## config.mk

```make
export PLATFORM = sky130hd
export DESIGN_NAME = tlb_refill_and_invalidate
export DESIGN_NICKNAME = d
export VERILOG_FILES = /design/src/rtl/tlbri_pkg.sv /design/src/rtl/tlbri_cmp.sv /design/src/rtl/tlb_refill_and_invalidate.sv
export SDC_FILE = /design/constraint.sdc
export NUM_CORES = 2
export LEC_CHECK = 0
export BUFFER_PORTS_ARGS = -buffer_cell sky130_fd_sc_hd__clkbuf_2
export CAP_MARGIN = 10
export CORE_ASPECT_RATIO = 1.1
export CORE_UTILIZATION = 55
export CTS_BUF_LIST = sky130_fd_sc_hd__clkbuf_16
export CTS_CLUSTER_SIZE = 16
export DETAILED_ROUTE_END_ITERATION = 8
export PLACE_DENSITY = 0.8
export SLEW_MARGIN = 20
export SYNTH_ARGS = -nofsm -noshare
export SYNTH_HDL_FRONTEND = slang
export SYNTH_SLANG_ARGS = --single-unit
```

## constraint.sdc

```tcl
create_clock -name aclk -period 12.8 [get_ports aclk]
set_clock_uncertainty 0.15 [all_clocks]
set_input_delay 0.64 -clock aclk [delete_from_list [all_inputs] [get_ports aclk]]
set_output_delay 0.64 -clock aclk [all_outputs]
set_load 0.005 [all_outputs]
```

## src/rtl/tlbri_pkg.sv

```systemverilog
// ----------------------------------------------------------------------------
// tlbri_pkg: shared types and constants for the TLB refill/invalidate block
// Entry geometry, field widths, register indexes and sequencer state codes.
// ----------------------------------------------------------------------------
package tlbri_pkg;

    localparam int TLB_ENTRIES      = 64;
    localparam int PAGE_NUMBER_BITS = 20;
    localparam int IDX_W            = $clog2(TLB_ENTRIES);
    localparam int CNT_W            = $clog2(TLB_ENTRIES + 1);
    localparam int REG_W            = 20;
    localparam int SLOT_W           = 6;
    localparam int CLEARED_W        = 7;

    localparam logic [IDX_W-1:0] LAST_IDX = IDX_W'(TLB_ENTRIES - 1);

    // configuration register indexes
    localparam logic [0:0] REG_TEXT_FIRST = 1'b0;
    localparam logic [0:0] REG_TEXT_COUNT = 1'b1;

    // item opcodes
    localparam logic OP_REFILL     = 1'b0;
    localparam logic OP_INVALIDATE = 1'b1;

    // sequencer states
    localparam logic [1:0] ST_IDLE = 2'd0;
    localparam logic [1:0] ST_SCAN = 2'd1;
    localparam logic [1:0] ST_VICT = 2'd2;
    localparam logic [1:0] ST_HOLD = 2'd3;

    typedef struct packed {
        logic [PAGE_NUMBER_BITS-1:0] page;
        logic [PAGE_NUMBER_BITS-1:0] frame;
    } entry_t;

    typedef struct packed {
        logic in_text;
        logic frame_eq;
    } cmp_res_t;

endpackage

```

## src/rtl/tlbri_cmp.sv

```systemverilog
// ----------------------------------------------------------------------------
// tlbri_cmp: shared page compare unit
// Range test of one page against the text segment and frame equality test.
// ----------------------------------------------------------------------------
module tlbri_cmp (
    input  logic [tlbri_pkg::PAGE_NUMBER_BITS-1:0] page,
    input  logic [tlbri_pkg::PAGE_NUMBER_BITS-1:0] frame,
    input  logic [tlbri_pkg::PAGE_NUMBER_BITS-1:0] frame_key,
    input  logic [tlbri_pkg::REG_W-1:0]            text_first,
    input  logic [tlbri_pkg::REG_W-1:0]            text_count,
    output tlbri_pkg::cmp_res_t                    res
);
    import tlbri_pkg::*;

    localparam int CW = (PAGE_NUMBER_BITS > REG_W) ? PAGE_NUMBER_BITS + 1 : REG_W + 1;

    logic [CW-1:0] top_w;
    logic [CW-1:0] first_w;
    logic [CW-1:0] page_w;

    // top is one past the last text page, kept a bit wider so it never wraps
    assign first_w = CW'(text_first);
    assign top_w   = CW'(text_first) + CW'(text_count);
    assign page_w  = CW'(page);

    assign res.in_text  = (page_w >= first_w) && (page_w < top_w);
    assign res.frame_eq = (frame == frame_key);

endmodule

```

## src/rtl/tlb_refill_and_invalidate.sv

```systemverilog
// ----------------------------------------------------------------------------
// tlb_refill_and_invalidate: TLB refill and frame invalidate, round-robin replacement
// Walks the TLB one entry per cycle through a single compare unit.
// ----------------------------------------------------------------------------
// Operation: a free-slot refill ends the walk at the first invalid entry; an
//   invalidate walks every entry; a full-TLB refill walks all, then writes the victim.
// Items: one item at a time, none taken until the last result leaves the hold state;
//   the walk reads one entry per cycle from the page/frame memory (one write, one read port).
// Reset (aresetn low, synchronous): all entries invalid and clean, victim pointer
//   and text registers zero, no result pending. No clearing pass is needed.
module tlb_refill_and_invalidate (
    input  logic        aclk,
    input  logic        aresetn,
    // configuration write port
    input  logic        cfg_wen,
    input  logic [0:0]  cfg_index,
    input  logic [19:0] cfg_wdata,
    // input items
    input  logic        s_tvalid,
    output logic        s_tready,
    input  logic [39:0] s_tdata,   // [19:0] virtual_page, [39:20] frame_page
    input  logic [0:0]  s_tuser,   // [0] op
    // result items
    output logic        m_tvalid,
    input  logic        m_tready,
    output logic [15:0] m_tdata    // [5:0] slot, [6] was_replacement,
                                   // [7] written_read_only, [14:8] cleared_count,
                                   // [15] zero
);
    import tlbri_pkg::*;

    // ------------------------------------------------------------------------
    // Registers
    // ------------------------------------------------------------------------
    logic [1:0]                  state_reg,   state_next;
    logic [REG_W-1:0]            first_reg,   first_next;
    logic [REG_W-1:0]            count_reg,   count_next;
    logic [TLB_ENTRIES-1:0]      valid_reg,   valid_next;
    logic [TLB_ENTRIES-1:0]      dirty_reg,   dirty_next;
    logic [IDX_W-1:0]            victim_reg,  victim_next;

    logic                        op_reg,      op_next;
    logic [PAGE_NUMBER_BITS-1:0] vpage_reg,   vpage_next;
    logic [PAGE_NUMBER_BITS-1:0] frame_reg,   frame_next;

    // walk pipeline: read index, then evaluate index in the following cycle
    logic [IDX_W-1:0]            rd_idx_reg,  rd_idx_next;
    logic                        rd_more_reg, rd_more_next;
    logic [IDX_W-1:0]            ev_idx_reg,  ev_idx_next;
    logic                        ev_vld_reg,  ev_vld_next;
    logic [CNT_W-1:0]            cnt_reg,     cnt_next;

    // finished result waiting for the output register
    logic [IDX_W-1:0]            res_slot_reg, res_slot_next;
    logic                        res_rep_reg,  res_rep_next;
    logic                        res_ro_reg,   res_ro_next;

    logic                        m_vld_reg,   m_vld_next;
    logic [15:0]                 m_data_reg,  m_data_next;

    // page/frame store; contents of invalid entries never reach a result
    entry_t                      mem [TLB_ENTRIES];
    entry_t                      rd_data_reg;
    logic                        rd_en;
    logic                        mem_we;
    logic [IDX_W-1:0]            mem_waddr;
    entry_t                      mem_wdata;

    // shared compare unit
    logic [PAGE_NUMBER_BITS-1:0] cmp_page;
    cmp_res_t                    cmp_res;

    logic                        s_acc;
    logic                        out_free;

    assign s_tready = (state_reg == ST_IDLE);
    assign s_acc    = s_tvalid && s_tready;
    assign out_free = !m_vld_reg || m_tready;
    assign m_tvalid = m_vld_reg;
    assign m_tdata  = m_data_reg;

    assign rd_en     = (state_reg == ST_SCAN) && rd_more_reg;
    assign mem_wdata = '{page: vpage_reg, frame: frame_reg};

    // the victim write tests the incoming page, the walk tests the stored one
    assign cmp_page = (state_reg == ST_VICT) ? vpage_reg : rd_data_reg.page;

    tlbri_cmp u_cmp (
        .page       (cmp_page),
        .frame      (rd_data_reg.frame),
        .frame_key  (frame_reg),
        .text_first (first_reg),
        .text_count (count_reg),
        .res        (cmp_res)
    );

    // ------------------------------------------------------------------------
    // Sequencer
    // ------------------------------------------------------------------------
    always_comb begin
        state_next    = state_reg;
        first_next    = first_reg;
        count_next    = count_reg;
        valid_next    = valid_reg;
        dirty_next    = dirty_reg;
        victim_next   = victim_reg;
        op_next       = op_reg;
        vpage_next    = vpage_reg;
        frame_next    = frame_reg;
        rd_idx_next   = rd_idx_reg;
        rd_more_next  = rd_more_reg;
        ev_idx_next   = rd_idx_reg;
        ev_vld_next   = rd_en;
        cnt_next      = cnt_reg;
        res_slot_next = res_slot_reg;
        res_rep_next  = res_rep_reg;
        res_ro_next   = res_ro_reg;
        m_vld_next    = m_vld_reg;
        m_data_next   = m_data_reg;
        mem_we        = 1'b0;
        mem_waddr     = ev_idx_reg;

        if (m_vld_reg && m_tready) begin
            m_vld_next = 1'b0;
        end

        if (cfg_wen) begin
            case (cfg_index)
                REG_TEXT_FIRST: first_next = cfg_wdata;
                REG_TEXT_COUNT: count_next = cfg_wdata;
                default: ;
            endcase
        end

        case (state_reg)
            ST_IDLE: begin
                if (s_acc) begin
                    op_next       = s_tuser[0];
                    vpage_next    = s_tdata[PAGE_NUMBER_BITS-1:0];
                    frame_next    = s_tdata[20 +: PAGE_NUMBER_BITS];
                    rd_idx_next   = '0;
                    rd_more_next  = 1'b1;
                    cnt_next      = '0;
                    res_slot_next = '0;
                    res_rep_next  = 1'b0;
                    res_ro_next   = 1'b0;
                    state_next    = ST_SCAN;
                end
            end
            ST_SCAN: begin
                if (rd_en) begin
                    rd_idx_next  = rd_idx_reg + 1'b1;
                    rd_more_next = (rd_idx_reg != LAST_IDX);
                end
                if (ev_vld_reg) begin
                    if (op_reg == OP_INVALIDATE) begin
                        if (cmp_res.frame_eq) begin
                            if (valid_reg[ev_idx_reg]) begin
                                cnt_next = cnt_reg + 1'b1;
                            end
                            valid_next[ev_idx_reg] = 1'b0;
                            dirty_next[ev_idx_reg] = 1'b0;
                        end
                        if (ev_idx_reg == LAST_IDX) begin
                            state_next = ST_HOLD;
                        end
                    end else if (valid_reg[ev_idx_reg]) begin
                        // valid text entries lose write permission
                        if (cmp_res.in_text) begin
                            dirty_next[ev_idx_reg] = 1'b0;
                        end
                        if (ev_idx_reg == LAST_IDX) begin
                            state_next = ST_VICT;
                        end
                    end else begin
                        // first free entry: take it and stop the walk
                        mem_we                 = 1'b1;
                        valid_next[ev_idx_reg] = 1'b1;
                        dirty_next[ev_idx_reg] = 1'b1;
                        res_slot_next          = ev_idx_reg;
                        rd_more_next           = 1'b0;
                        state_next             = ST_HOLD;
                    end
                end
            end
            ST_VICT: begin
                mem_we                 = 1'b1;
                mem_waddr              = victim_reg;
                valid_next[victim_reg] = 1'b1;
                dirty_next[victim_reg] = !cmp_res.in_text;
                res_slot_next          = victim_reg;
                res_rep_next           = 1'b1;
                res_ro_next            = cmp_res.in_text;
                victim_next            = (victim_reg == LAST_IDX) ? '0 : victim_reg + 1'b1;
                state_next             = ST_HOLD;
            end
            ST_HOLD: begin
                if (out_free) begin
                    m_vld_next  = 1'b1;
                    m_data_next = {1'b0, CLEARED_W'(cnt_reg), res_ro_reg, res_rep_reg,
                                   SLOT_W'(res_slot_reg)};
                    state_next  = ST_IDLE;
                end
            end
            default: begin
                state_next = ST_IDLE;
            end
        endcase
    end

    always_ff @(posedge aclk) begin
        if (!aresetn) begin
            state_reg   <= ST_IDLE;
            first_reg   <= '0;
            count_reg   <= '0;
            valid_reg   <= '0;
            dirty_reg   <= '0;
            victim_reg  <= '0;
            rd_more_reg <= 1'b0;
            ev_vld_reg  <= 1'b0;
            m_vld_reg   <= 1'b0;
        end else begin
            state_reg   <= state_next;
            first_reg   <= first_next;
            count_reg   <= count_next;
            valid_reg   <= valid_next;
            dirty_reg   <= dirty_next;
            victim_reg  <= victim_next;
            rd_more_reg <= rd_more_next;
            ev_vld_reg  <= ev_vld_next;
            m_vld_reg   <= m_vld_next;
        end
    end

    always_ff @(posedge aclk) begin
        op_reg       <= op_next;
        vpage_reg    <= vpage_next;
        frame_reg    <= frame_next;
        rd_idx_reg   <= rd_idx_next;
        ev_idx_reg   <= ev_idx_next;
        cnt_reg      <= cnt_next;
        res_slot_reg <= res_slot_next;
        res_rep_reg  <= res_rep_next;
        res_ro_reg   <= res_ro_next;
        m_data_reg   <= m_data_next;
    end

    // page/frame memory: one write port, one registered read port
    always_ff @(posedge aclk) begin
        if (mem_we) begin
            mem[mem_waddr] <= mem_wdata;
        end
    end

    always_ff @(posedge aclk) begin
        if (rd_en) begin
            rd_data_reg <= mem[rd_idx_reg];
        end
    end

`ifndef SYNTHESIS
    // a new result only comes out of the hold state
    a_result_from_hold: assert property (@(posedge aclk) disable iff (!aresetn)
        $rose(m_vld_reg) |-> $past(state_reg) == ST_HOLD)
        else $error("result loaded outside hold state");

    // no walk evaluation is left over once the block is idle
    a_idle_no_eval: assert property (@(posedge aclk) disable iff (!aresetn)
        (state_reg == ST_IDLE) |-> !ev_vld_reg)
        else $error("walk still evaluating while idle");

    // a refill into a free entry leaves that entry valid
    a_free_fill_valid: assert property (@(posedge aclk) disable iff (!aresetn)
        (state_reg == ST_SCAN && ev_vld_reg && op_reg == OP_REFILL &&
         !valid_reg[ev_idx_reg]) |=> valid_reg[$past(ev_idx_reg)])
        else $error("free entry not marked valid after refill");

    // a result with a nonzero cleared count (an invalidate) reports no slot and no replacement
    a_inval_fields: assert property (@(posedge aclk) disable iff (!aresetn)
        (m_vld_reg && m_data_reg[14:8] != '0) |-> (m_data_reg[7:0] == '0))
        else $error("invalidate result carries refill fields");
`endif

endmodule
```

==> results_dict.tcl <==
set metrics [dict create \
    synth-seq-area-share_pct 75.5 \
    syn_area_per_cell_um2 22.3 \
    finalNetCount 5377 \
    grt_max_degree 150 \
    overflow 0 \
    first_iter_violations 11000 \
    ys_async_sr_fraction_pct 0 \
    ios 85 \
    antenna_left 0 \
    max-clock-path-buffers 4 \
    drc 0 \
    rows 171 \
    antenna_found_initial 25 \
    clk_latency_ns 0.95 \
    coreArea_um2 198000 \
    place_hpwl_um 155000 \
    setup_viol 0 \
    finalCriticalPeriod_ns 6.52 \
    global_route.usage.met1_pct 41.8 \
    maxCapViolCount 0 \
    hold_class "input pin to flop" \
    synth_edf_count 2677 \
    start_kind "flop" \
    die_area_um2 201000 \
    worstPathArrival_ns 6.87 \
    drive_gt1_share_pct 29.0 \
    use_met2_pct 52.0 \
    routed_wl_um 333000 \
    cts.clk_slew.worst_paths_ns 0.06 \
    viasPerCell 7.30 \
    cts_setup_buffers 0 \
    grt_pass1_wl_um 463000 \
    grt_pass1_vias 59400 \
    finalPower_mw 26.8 \
    start_util_pct 55.5 \
    max_freq_mhz 153 \
    path_max_fanout 31 \
    power_leakage_nw 38.3 \
    wl_per_cell_um 41.5 \
    relSlewSlack_pct 16.5 \
    power_density_nw_per_um2 217 \
    die_w_um 428 \
    htreeDepth 5 \
    crit_required_ns 13.15 \
    ys_types 70 \
    grt_util_met3_pct 9.87 \
    yosysWarnings 0 \
    cts_tree "yes" \
    root_buffer "clkbuf_16" \
    dieHeight_um 470 \
    grt_use_total_pct 33.4 \
    synthesis.area_um2 110000 \
    fin_crit_sh_pct 50.9 \
    drv_slew 0 \
    setup.worst_path.end_class "flop" \
    synth_flop_cell "edfxtp_1" \
    rsz0062_at_grt "no" \
    largest_reg_flops 2560 \
    areaGrowthSynthToFinish_pct 12.4 \
    numCtsBuffers 285 \
    hold_viol 0 \
    synth_cells 4926 \
    synthesis.nets 5060 \
    vias 58700 \
    tightestPinTransition_ns 1.25 \
    cts_resized 0 \
    portBuffers 83 \
    firstDrtPassIters 8 \
    clock_sinks 2798 \
    max-vdd-ir-drop_mv 0.278 \
    synth-seq-cells 2798 \
    gp_congestion 0.901 \
    critPathKind "flop to flop" \
    fin_setup_tns_ns 0 \
    busiest_layer "met2" \
    status "finished clean" \
]
[where the power goes]
group          switching [mW]  internal, mW
sequential              0.163          10.8
combinational            4.47          3.14
clock                    3.62          4.55
[cells by family after synthesis]
kind of cell,synth area share [%]
compound gates,2.68
mux,17.8
flops,75.5
xor+xnor,0.343
fa+ha+maj,0.771
buf+inv,1.17
other cells,0.00342
simple gates,1.69
[routing by layer]
layer	vias to the layer above	wire [um]
met5	-	162
met4	26	23600
met3	1272	48500
met2	5872	159000
met1	29900	103000
li1	21600	-
[area by class of cell]
class	instances	area (um^2)
sequential	2798	82800
inverter	36	135
clock buffer	292	7310
antenna	5	12.5
fill	12100	74400
clock inverter	192	1390
timing repair buffer	312	2380
tap	2595	3250
multi-input combinational	1810	26000
[what timing repair did]
item,CTS,global route
hold buffers,62,0
hold endpoints to repair,82,0
endpoints found under the setup margin,0,0
[synth_stat cells (all sizes together) (8+ instances only)]
cell type	instances	area, um^2
nand2	135	507
nor2	89	334
nand3	20	100
o21a	10	75.1
nand2b	10	62.6
mux2	24	270
and2	13	81.3
nand3b	9	80.1
inv	33	124
ha	66	826
nand4	8	50.1
a21oi	89	449
xnor2	18	158
a311oi	8	70.1
buf	89	420
o21ai	30	150
xor2	25	219
nor2b	24	150
a21boi	47	353
edfxtp	2677	80400
o211ai	64	480
mux4	852	19200
o31ai	64	480
a211oi	60	450
dfxtp	121	2420
clkbuf	193	724
a21o	11	82.6
nor3	54	270
[path summary, 6_finish.rpt]
kind / startpoint / endpoint / slack [ns] / cells after the start
setup / recovery: ev_idx_reg[0] / mem[40][36] / 6.28 / 10
hold / removal: s_tvalid / rd_more_reg / 0.07 / 3
setup reg to reg: ev_idx_reg[0] / mem[40][36] / 6.28 / 10
hold reg to reg: res_slot_reg[3] / m_tdata[3] / 0.23 / 0
[layout by cell type (no fill, tap or decap), types with 8 or more instances in the layout]
cell type         n
a211oi_1         60
a21boi_0         45
a21o_1           11
a21oi_1          88
a311oi_1          8
and2_1           11
buf_4           160
bufinv_16        21
clkbuf_16       292
clkbuf_2         82
clkinv_1         51
clkinv_2         49
dfxtp_1         121
dlygate4sd3_1    62
edfxtp_1       2677
ha_1             65
inv_1            95
mux2_2           24
mux4_2          849
nand2_1         135
nand2b_1         10
nand3_1          20
nand3b_1          8
nand4_1           8
nor2_1           57
nor2_4           32
nor2b_1          23
nor3_1           20
nor3_2           34
o211ai_1         64
o21a_1           10
o21ai_0          30
o31ai_1          64
xnor2_1          18
xor2_1           25
[through the flow]
step	hold slack (ns)	instances	setup WS (ns)	utilization, %	instance area, um^2
after detailed placement	0.255	7489	6.85	57.6	114000
after global placement	0.253	7489	6.86	57.6	114000
final	0.0706	8040	6.28	62.4	123000
after CTS	0.0124	8035	6.55	62.4	123000
after global routing	0.0662	8036	6.38	62.4	123000
after floorplan	0.196	4926	7.09	-	110000
[worst max-delay path, cell delays in order (launching register included)]
cell and delay, ns:
dfxtp_1 0.31, buf_4 0.40, mux4_1 0.62, mux2_2 0.28, a22oi_1 0.19, and4_1 0.31
nand4_1 0.18, o21ai_0 0.48, nand3_1 1.08, nor2_4 1.28, buf_4 0.72
Power figures use the tool's default switching activity.
